===== src/hdl/dia_pkg.sv =====
package dia_pkg;

    // bitmap word geometry
    localparam int WORD_W  = 32;
    localparam int WORD_BW = 5;

    // request kinds
    typedef enum logic [1:0] {
        KIND_ALLOC   = 2'd0,
        KIND_CLAIM   = 2'd1,
        KIND_RELEASE = 2'd2,
        KIND_NONE    = 2'd3
    } kind_t;

    // result status codes
    typedef enum logic [1:0] {
        STAT_OK         = 2'd0,
        STAT_NONE_FREE  = 2'd1,
        STAT_IN_USE     = 2'd2,
        STAT_NOT_IN_USE = 2'd3
    } status_t;

    // control states
    typedef enum logic [2:0] {
        S_CLEAR,
        S_IDLE,
        S_SCAN,
        S_BIT,
        S_DONE
    } state_t;

    // result of one word search
    typedef struct packed {
        logic               found;
        logic [WORD_BW-1:0] bit_idx;
    } find_res_t;

endpackage


===== src/hdl/device_id_allocator_core.sv =====
// claim and release: word read, S_BIT, S_DONE; an id out of range goes right to S_DONE
// allocate: S_SCAN reads bitmap words in turn, then from word 0 if the search wraps
// one request in flight at a time
// a new request is taken while the previous result waits in the output register
// after reset the bitmap ram is cleared word by word, with s_tready low
// reset sets the search pointer to 1
module device_id_allocator_core
    import dia_pkg::*;
    #(
    parameter int ID_COUNT = 256
    )
    (
    input  logic       clk,
    input  logic       rst_n,
    input  logic       s_tvalid,
    output logic       s_tready,
    input  logic [7:0] s_tdata,   // [7:0] id
    input  logic [1:0] s_tuser,   // [1:0] kind
    output logic       m_tvalid,
    input  logic       m_tready,
    output logic [7:0] m_tdata,   // [7:0] assigned_id
    output logic [1:0] m_tuser    // [1:0] status
    );

    localparam int DEPTH = (ID_COUNT + WORD_W - 1) / WORD_W;
    localparam int AW    = DEPTH > 1 ? $clog2(DEPTH) : 1;
    localparam int XW    = AW + WORD_BW;

    state_t        state_reg, state_next;
    logic [AW-1:0] clr_cnt_reg, clr_cnt_next;
    logic [XW-1:0] ptr_reg, ptr_next;
    kind_t         kind_reg, kind_next;
    logic [7:0]    id_reg, id_next;
    logic          pass2_reg, pass2_next;
    logic [XW-1:0] lo_reg, lo_next;
    logic [XW-1:0] hi_reg, hi_next;
    logic          iss_act_reg, iss_act_next;
    logic [AW-1:0] iss_word_reg, iss_word_next;
    logic [AW-1:0] last_word_reg, last_word_next;
    logic          chk_valid_reg, chk_valid_next;
    logic [AW-1:0] chk_word_reg, chk_word_next;
    logic          chk_last_reg, chk_last_next;
    logic [7:0]    res_id_reg, res_id_next;
    status_t       res_st_reg, res_st_next;
    logic          m_valid_reg, m_valid_next;
    logic [7:0]    m_id_reg, m_id_next;
    status_t       m_st_reg, m_st_next;

    logic              ram_we, ram_re;
    logic [AW-1:0]     ram_waddr, ram_raddr;
    logic [WORD_W-1:0] ram_wdata, ram_rdata;
    find_res_t         find_res;
    logic [XW-1:0]     hit_idx;
    logic [XW-1:0]     s_id_x, id_x;
    logic              cur_bit;

    // bitmap storage
    dia_ram #(.WIDTH(WORD_W), .DEPTH(DEPTH)) u_map (
        .clk   (clk),
        .we    (ram_we),
        .waddr (ram_waddr),
        .wdata (ram_wdata),
        .re    (ram_re),
        .raddr (ram_raddr),
        .rdata (ram_rdata)
    );

    // first free id in the word just read
    dia_word_find #(.XW(XW)) u_find (
        .data (ram_rdata),
        .word (chk_word_reg),
        .lo   (lo_reg),
        .hi   (hi_reg),
        .res  (find_res)
    );

    assign hit_idx = {chk_word_reg, find_res.bit_idx};
    assign s_id_x  = XW'(s_tdata);
    assign id_x    = XW'(id_reg);
    assign cur_bit = ram_rdata[id_reg[WORD_BW-1:0]];

    assign s_tready = (state_reg == S_IDLE);
    assign m_tvalid = m_valid_reg;
    assign m_tdata  = m_id_reg;
    assign m_tuser  = m_st_reg;

    // state registers
    always_ff @(posedge clk or negedge rst_n)
    begin
        if (!rst_n)
        begin
            state_reg     <= S_CLEAR;
            clr_cnt_reg   <= '0;
            ptr_reg       <= XW'(1);
            iss_act_reg   <= 1'b0;
            chk_valid_reg <= 1'b0;
            m_valid_reg   <= 1'b0;
        end
        else
        begin
            state_reg     <= state_next;
            clr_cnt_reg   <= clr_cnt_next;
            ptr_reg       <= ptr_next;
            iss_act_reg   <= iss_act_next;
            chk_valid_reg <= chk_valid_next;
            m_valid_reg   <= m_valid_next;
        end
    end

    // payload registers
    always_ff @(posedge clk)
    begin
        kind_reg      <= kind_next;
        id_reg        <= id_next;
        pass2_reg     <= pass2_next;
        lo_reg        <= lo_next;
        hi_reg        <= hi_next;
        iss_word_reg  <= iss_word_next;
        last_word_reg <= last_word_next;
        chk_word_reg  <= chk_word_next;
        chk_last_reg  <= chk_last_next;
        res_id_reg    <= res_id_next;
        res_st_reg    <= res_st_next;
        m_id_reg      <= m_id_next;
        m_st_reg      <= m_st_next;
    end

    // sequencer: clear pass, request decode, word scan, bit update
    always_comb
    begin
        state_next     = state_reg;
        clr_cnt_next   = clr_cnt_reg;
        ptr_next       = ptr_reg;
        kind_next      = kind_reg;
        id_next        = id_reg;
        pass2_next     = pass2_reg;
        lo_next        = lo_reg;
        hi_next        = hi_reg;
        iss_act_next   = iss_act_reg;
        iss_word_next  = iss_word_reg;
        last_word_next = last_word_reg;
        chk_valid_next = 1'b0;
        chk_word_next  = chk_word_reg;
        chk_last_next  = chk_last_reg;
        res_id_next    = res_id_reg;
        res_st_next    = res_st_reg;
        m_valid_next   = m_valid_reg;
        m_id_next      = m_id_reg;
        m_st_next      = m_st_reg;
        ram_we         = 1'b0;
        ram_waddr      = '0;
        ram_wdata      = '0;
        ram_re         = 1'b0;
        ram_raddr      = '0;

        // output register drains on handshake
        if (m_valid_reg && m_tready)
        begin
            m_valid_next = 1'b0;
        end

        unique case (state_reg)
            S_CLEAR:
            begin
                ram_we    = 1'b1;
                ram_waddr = clr_cnt_reg;
                ram_wdata = '0;
                if (clr_cnt_reg == AW'(DEPTH - 1))
                begin
                    state_next = S_IDLE;
                end
                else
                begin
                    clr_cnt_next = clr_cnt_reg + AW'(1);
                end
            end

            S_IDLE:
            begin
                if (s_tvalid)
                begin
                    kind_next = kind_t'(s_tuser);
                    id_next   = s_tdata;
                    unique case (kind_t'(s_tuser))
                        KIND_ALLOC:
                        begin
                            state_next   = S_SCAN;
                            iss_act_next = 1'b1;
                            if (ptr_reg < XW'(ID_COUNT - 1))
                            begin
                                pass2_next     = 1'b0;
                                lo_next        = ptr_reg;
                                hi_next        = XW'(ID_COUNT - 1);
                                iss_word_next  = ptr_reg[XW-1:WORD_BW];
                                last_word_next = AW'((ID_COUNT - 2) / WORD_W);
                            end
                            else
                            begin
                                pass2_next     = 1'b1;
                                lo_next        = XW'(1);
                                hi_next        = ptr_reg;
                                iss_word_next  = '0;
                                last_word_next = AW'((ID_COUNT - 2) / WORD_W);
                            end
                        end
                        KIND_CLAIM, KIND_RELEASE:
                        begin
                            if ({24'b0, s_tdata} >= 32'(ID_COUNT))
                            begin
                                res_id_next = '0;
                                res_st_next = (kind_t'(s_tuser) == KIND_CLAIM) ?
                                              STAT_IN_USE : STAT_NOT_IN_USE;
                                state_next  = S_DONE;
                            end
                            else
                            begin
                                ram_re     = 1'b1;
                                ram_raddr  = s_id_x[XW-1:WORD_BW];
                                state_next = S_BIT;
                            end
                        end
                        default:
                        begin
                            res_id_next = '0;
                            res_st_next = STAT_OK;
                            state_next  = S_DONE;
                        end
                    endcase
                end
            end

            S_SCAN:
            begin
                // read issue side
                if (iss_act_reg)
                begin
                    ram_re         = 1'b1;
                    ram_raddr      = iss_word_reg;
                    iss_word_next  = iss_word_reg + AW'(1);
                    chk_valid_next = 1'b1;
                    chk_word_next  = iss_word_reg;
                    chk_last_next  = (iss_word_reg == last_word_reg);
                    if (iss_word_reg == last_word_reg)
                    begin
                        iss_act_next = 1'b0;
                    end
                end
                // check side, in the cycle after the read is issued
                if (chk_valid_reg)
                begin
                    if (find_res.found)
                    begin
                        ram_we         = 1'b1;
                        ram_waddr      = chk_word_reg;
                        ram_wdata      = ram_rdata | (WORD_W'(1) << find_res.bit_idx);
                        ptr_next       = hit_idx + XW'(1);
                        res_id_next    = 8'(hit_idx);
                        res_st_next    = STAT_OK;
                        iss_act_next   = 1'b0;
                        chk_valid_next = 1'b0;
                        state_next     = S_DONE;
                    end
                    else if (chk_last_reg)
                    begin
                        chk_valid_next = 1'b0;
                        if (!pass2_reg && (ptr_reg > XW'(1)))
                        begin
                            // wrap: search from id 1 up to the pointer
                            pass2_next     = 1'b1;
                            lo_next        = XW'(1);
                            hi_next        = ptr_reg;
                            iss_word_next  = '0;
                            last_word_next = AW'((ptr_reg - XW'(1)) >> WORD_BW);
                            iss_act_next   = 1'b1;
                        end
                        else
                        begin
                            res_id_next  = '0;
                            res_st_next  = STAT_NONE_FREE;
                            iss_act_next = 1'b0;
                            state_next   = S_DONE;
                        end
                    end
                end
            end

            S_BIT:
            begin
                res_id_next = '0;
                ram_waddr   = id_x[XW-1:WORD_BW];
                if (kind_reg == KIND_CLAIM)
                begin
                    if (cur_bit)
                    begin
                        res_st_next = STAT_IN_USE;
                    end
                    else
                    begin
                        ram_we      = 1'b1;
                        ram_wdata   = ram_rdata | (WORD_W'(1) << id_reg[WORD_BW-1:0]);
                        res_st_next = STAT_OK;
                    end
                end
                else
                begin
                    if (!cur_bit)
                    begin
                        res_st_next = STAT_NOT_IN_USE;
                    end
                    else
                    begin
                        ram_we      = 1'b1;
                        ram_wdata   = ram_rdata & ~(WORD_W'(1) << id_reg[WORD_BW-1:0]);
                        res_st_next = STAT_OK;
                    end
                end
                state_next = S_DONE;
            end

            S_DONE:
            begin
                // hand the result over once the output register is free
                if (!m_valid_reg || m_tready)
                begin
                    m_valid_next = 1'b1;
                    m_id_next    = res_id_reg;
                    m_st_next    = res_st_reg;
                    state_next   = S_IDLE;
                end
            end

            default:
            begin
                state_next = S_IDLE;
            end
        endcase
    end

endmodule


===== src/hdl/dia_ram.sv =====
module dia_ram
    #(
    parameter int WIDTH = 32,
    parameter int DEPTH = 8
    )
    (
    input  logic                                  clk,
    input  logic                                  we,
    input  logic [(DEPTH > 1 ? $clog2(DEPTH) : 1)-1:0] waddr,
    input  logic [WIDTH-1:0]                      wdata,
    input  logic                                  re,
    input  logic [(DEPTH > 1 ? $clog2(DEPTH) : 1)-1:0] raddr,
    output logic [WIDTH-1:0]                      rdata
    );

    logic [WIDTH-1:0] mem [DEPTH];

    // one write port, one registered read port
    always_ff @(posedge clk)
    begin
        if (we)
        begin
            mem[waddr] <= wdata;
        end
        if (re)
        begin
            rdata <= mem[raddr];
        end
    end

endmodule


===== src/hdl/dia_word_find.sv =====
module dia_word_find
    import dia_pkg::*;
    #(
    parameter int XW = 8
    )
    (
    input  logic [WORD_W-1:0]     data,
    input  logic [XW-WORD_BW-1:0] word,
    input  logic [XW-1:0]         lo,
    input  logic [XW-1:0]         hi,
    output find_res_t             res
    );

    logic [WORD_W-1:0] cand;

    // free bits whose id lies in [lo, hi)
    always_comb
    begin
        logic [XW-1:0] idx;
        idx = '0;
        for (int b = 0; b < WORD_W; b++)
        begin
            idx = {word, WORD_BW'(b)};
            cand[b] = !data[b] && (idx >= lo) && (idx < hi);
        end
    end

    // lowest candidate wins
    always_comb
    begin
        res.found   = 1'b0;
        res.bit_idx = '0;
        for (int b = WORD_W - 1; b >= 0; b--)
        begin
            if (cand[b])
            begin
                res.found   = 1'b1;
                res.bit_idx = WORD_BW'(b);
            end
        end
    end

endmodule


===== config.mk =====
export PLATFORM = sky130hd
export DESIGN_NAME = device_id_allocator_core
export DESIGN_NICKNAME = d
export VERILOG_FILES = /design/src/hdl/dia_pkg.sv /design/src/hdl/device_id_allocator_core.sv /design/src/hdl/dia_ram.sv /design/src/hdl/dia_word_find.sv
export SDC_FILE = /design/constraint.sdc
export NUM_CORES = 1
export LEC_CHECK = 0
export BUFFER_PORTS_ARGS = -buffer_cell sky130_fd_sc_hd__buf_2
export CAP_MARGIN = 20
export CORE_MARGIN = 2
export CORE_UTILIZATION = 45
export DETAILED_ROUTE_END_ITERATION = 16
export PLACE_DENSITY = 0.62
export SLEW_MARGIN = 20
export SYNTH_ARGS = -nofsm -noshare
export SYNTH_HDL_FRONTEND = slang
export SYNTH_SLANG_ARGS = --single-unit
export TNS_END_PERCENT = 50

===== constraint.sdc =====
create_clock -name clk -period 19.2 [get_ports clk]
set_input_delay 2.88 -clock clk [delete_from_list [all_inputs] [get_ports clk]]
set_output_delay 2.88 -clock clk [all_outputs]
set_load 0.005 [all_outputs]

==> results.md <==
* Outcome: finished, final reports clean
* Row count at 72
* Total number of clock tree sinks at 362
* H-tree depth reported by CTS at 2
* Cell depth of the worst hold path at 0
* Number of buffer cells added on primary ports at 25
* Final antenna-violating net count at 0
* Total negative slack for setup checks at 0 ps
* Cell type contributing the most total cell area after synthesis: sky130_fd_sc_hd__edfxtp_1
* TritonCTS clock tree: done
* Maximum number of pins on one net before global-route repair at 97
* Largest Register: u_map.mem
* Wire length of the first global-routing pass at 73800 um
* Height of the die at 201 um
* Maximum clock skew at final layout at 25.9 ps
* Final cycle utilization of the critical path at 0.309
* Maximum count of clock buffers along a single path at 3
* Count of flip-flops with a built-in enable after synthesis at approximately 350
* DRC violations left at 0
* Core occupancy in the finished layout at 0.502
* Final weighted congestion in routability-driven placement at 0.956
* Num CTS Buffers at 39
* Worst-skew pair later-pin latency at 560 ps
* Peak fanout along the critical path at 29
* Die area at 0.0405 sq mm
* Slew Limit Headroom at 0.273
* Capturing point of the worst reg2reg path: u_map.mem[0][1]$_DFFE_PP_
* Cell area after synthesis at 0.0175 sq mm
* Hold bufs inserted after CTS at 0
* Max-cap violations at 0
* Net count reported at finish at 1607
* Number of resized instances in the post-cts repair step at 0
* Final-report max-slew violation count at 0
* Largest cells by area after synthesis: sky130_fd_sc_hd__edfxtp_1 (59%), sky130_fd_sc_hd__nand2_1 (7.7%), sky130_fd_sc_hd__nand3_1 (5.5%), sky130_fd_sc_hd__dfrtp_1 (2.3%), sky130_fd_sc_hd__o21ai_0 (2.1%)
* Final Hold Viols at 0
* Commonest cells in the netlist: sky130_fd_sc_hd__nand2_1 (360), sky130_fd_sc_hd__edfxtp_1 (345), sky130_fd_sc_hd__nand3_1 (191)
* Arrival time of data at the critical path endpoint at approximately 6000 ps
* Count of mapped cells out of synthesis at 1590
* Achievable clock frequency at 0.168 GHz
* Total chip power at 0.00270 W
* Actual slew at the worst max-slew pin at 1090 ps
* Shortest clock period the worst path allows after layout at just under 6000 ps
* CTS clock-pin slew for the worst setup and hold paths at roughly 60 ps
* Die width at 201 um
* Net Count, Synth at 1623
* Class of the tightest hold or removal check: reg2reg
* Placed wire-length estimate at 31300 um
* Via density at 5.94
* Sequential-to-total area share from yosys stat at 0.616
* CP Capture Type: register
* Critical Path Source Type: register
* Reg-to-reg critical path startpoint: chk_word_reg[2]$_DFFE_PP_
* Antenna diodes at 0
* Worst hold endpoint: m_tdata[6]$_DFFE_PP_
* Detailed router's first-iteration violation count at 1278
* Filler cells at 3429
* Overall Global Routing Usage at 0.238
* Synthesized area per cell at 11.0 sq um
* Per-cell routed wire length at 22.5 um
* Detailed-router iteration count before antenna repair at 7
* Layout cell share with drive strength beyond 1 at 0.102
* Core box area at 0.0386 sq mm
* #FFs+latches synth at 362
* Hold Startpoint: res_id_reg[6]$_SDFFCE_PN0P_
* Top-area cell type share of the netlist area at 0.592
* Worst VDD drop at 0.0960 mV
* Post-synthesis to final-layout area growth at 10.5%
* Top flip-flop cell by instance count after synthesis: sky130_fd_sc_hd__edfxtp_1
* Reg-to-reg setup timing slack at 13260 ps
* Cell Pwr Density at 140 mW/mm^2
* Post-CTS setup-driven buffer insertion count at 0
* Overflow left after global routing at 0
* Worst setup path class: reg2reg
* Total number of yosys warnings at 0
* Vias in the first global route at 11944
* Dominant cell by count in the synthesized netlist: sky130_fd_sc_hd__nand2_1
* I/O pin count at 26
* Leakage component of the power at 6.93 nW
* RSZ-0062 raised after global routing: no
* Finish-stage setup viols at 0
* Reg2Reg Depth at 12
* Via count of the routed design at between 10000 and 15000
* FFs w/ async S/R, synth at 0.0470
* Count of distinct cell types in the synthesized netlist at slightly above 90
* Data required, critical path at 19380 ps
* Root cell of the clock tree: sky130_fd_sc_hd__clkbuf_16
* Registers with the highest flip-flop counts: u_map.mem: 256 flops, u_map.rdata: 32 flops
* Initial antenna violation count at 0
* Number of flip-flops in the largest register at 256
* DRT Wirelength at about 48000 um
* Starting density of the core at 0.454
worst max-delay path, stage by stage (launching register included):
cell and delay [ps]:
sky130_fd_sc_hd__edfxtp_1 590, sky130_fd_sc_hd__ha_1 620, sky130_fd_sc_hd__and4b_4 340, sky130_fd_sc_hd__a211oi_4 450, sky130_fd_sc_hd__a221oi_2 170, sky130_fd_sc_hd__o21a_1 310
sky130_fd_sc_hd__or4b_4 610, sky130_fd_sc_hd__nor4_4 480, sky130_fd_sc_hd__or2_1 170, sky130_fd_sc_hd__buf_4 280, sky130_fd_sc_hd__nor2_1 160, sky130_fd_sc_hd__nor4_2 750
sky130_fd_sc_hd__buf_4 600
cells in the final DEF (no fill, tap or decap), drive strengths merged, types with 12 or more instances in the layout:
cell	count
nand2	361
edfxtp	345
nand3	192
o21ai	88
nor2	60
a21oi	57
buf	47
clkbuf	45
inv	29
nor3	19
ha	19
a31oi	18
clkinv	18
nand4	17
dfrtp	16
a21o	15
nor2b	14
or3	13
and2	12
o22ai	12
mux2i	12
a221oi	12
routing by layer:
layer,vias up,share of wire,GRT usage
met4,0,0.034,0.0940
met3,89,0.066,0.0324
met5,-,0,0
met2,458,0.46,0.369
li1,5860,-,-
met1,6194,0.44,0.342
power breakdown:
group / leakage, nW / internal (W) / switching, W
registers: 3.40 / 0.00107 / 0.000115
logic: 2.96 / 0.000272 / 0.000554
clock network: 0.571 / 0.000378 / 0.000307
area by class of cell:
| type | instances | area, sq um | share of cell area |
|---|---|---|---|
| Multi-Input combinational cell | 1099 | 6280 | 0.325 |
| Clock buffer | 45 | 998 | 0.0516 |
| Inverter | 25 | 98.8 | 0.00511 |
| Sequential cell | 362 | 10800 | 0.557 |
| Clock inverter | 24 | 156 | 0.00808 |
| Timing Repair Buffer | 47 | 383 | 0.0198 |
| Tap cell | 518 | 648 | 0.0335 |
cells by family after synthesis:
logic type,after synthesis,share of synthesized area
fa+ha+maj,19,0.0136
flops,362,0.616
compound gates,289,0.109
simple gates,754,0.202
buf+inv,129,0.0312
mux,24,0.0210
xor+xnor,13,0.00650
metrics by stage:
stage | setup WS (ps) | hold slack (ps) | cells | instance area [sq um]
finish | 13260 | 420 | 2120 | 19400
detailed placement | 13300 | 405 | 2050 | 18200
CTS | 13250 | 419 | 2119 | 19300
global route | 12900 | 422 | 2120 | 19400
floorplan | 12480 | 400 | 1590 | 17500
global placement | 12830 | 401 | 2046 | 18100
worst max path at each step:
stage                                          from                    endpoint  slack [ps]  depth (start not counted)
after floorplan           chk_word_reg[2]$_DFFE_PP_   u_map.mem[0][0]$_DFFE_PP_       12480                         14
after global placement    chk_word_reg[2]$_DFFE_PP_  u_map.mem[1][25]$_DFFE_PP_       12830                         12
after detailed placement  chk_word_reg[2]$_DFFE_PP_   u_map.mem[0][6]$_DFFE_PP_       13300                         12
after CTS                 chk_word_reg[2]$_DFFE_PP_   u_map.mem[0][1]$_DFFE_PP_       13250                         12
after global routing      chk_word_reg[2]$_DFFE_PP_   u_map.mem[0][1]$_DFFE_PP_       12900                         13
final                     chk_word_reg[2]$_DFFE_PP_   u_map.mem[0][1]$_DFFE_PP_       13260                         12
Power figures use the tool's default switching activity.
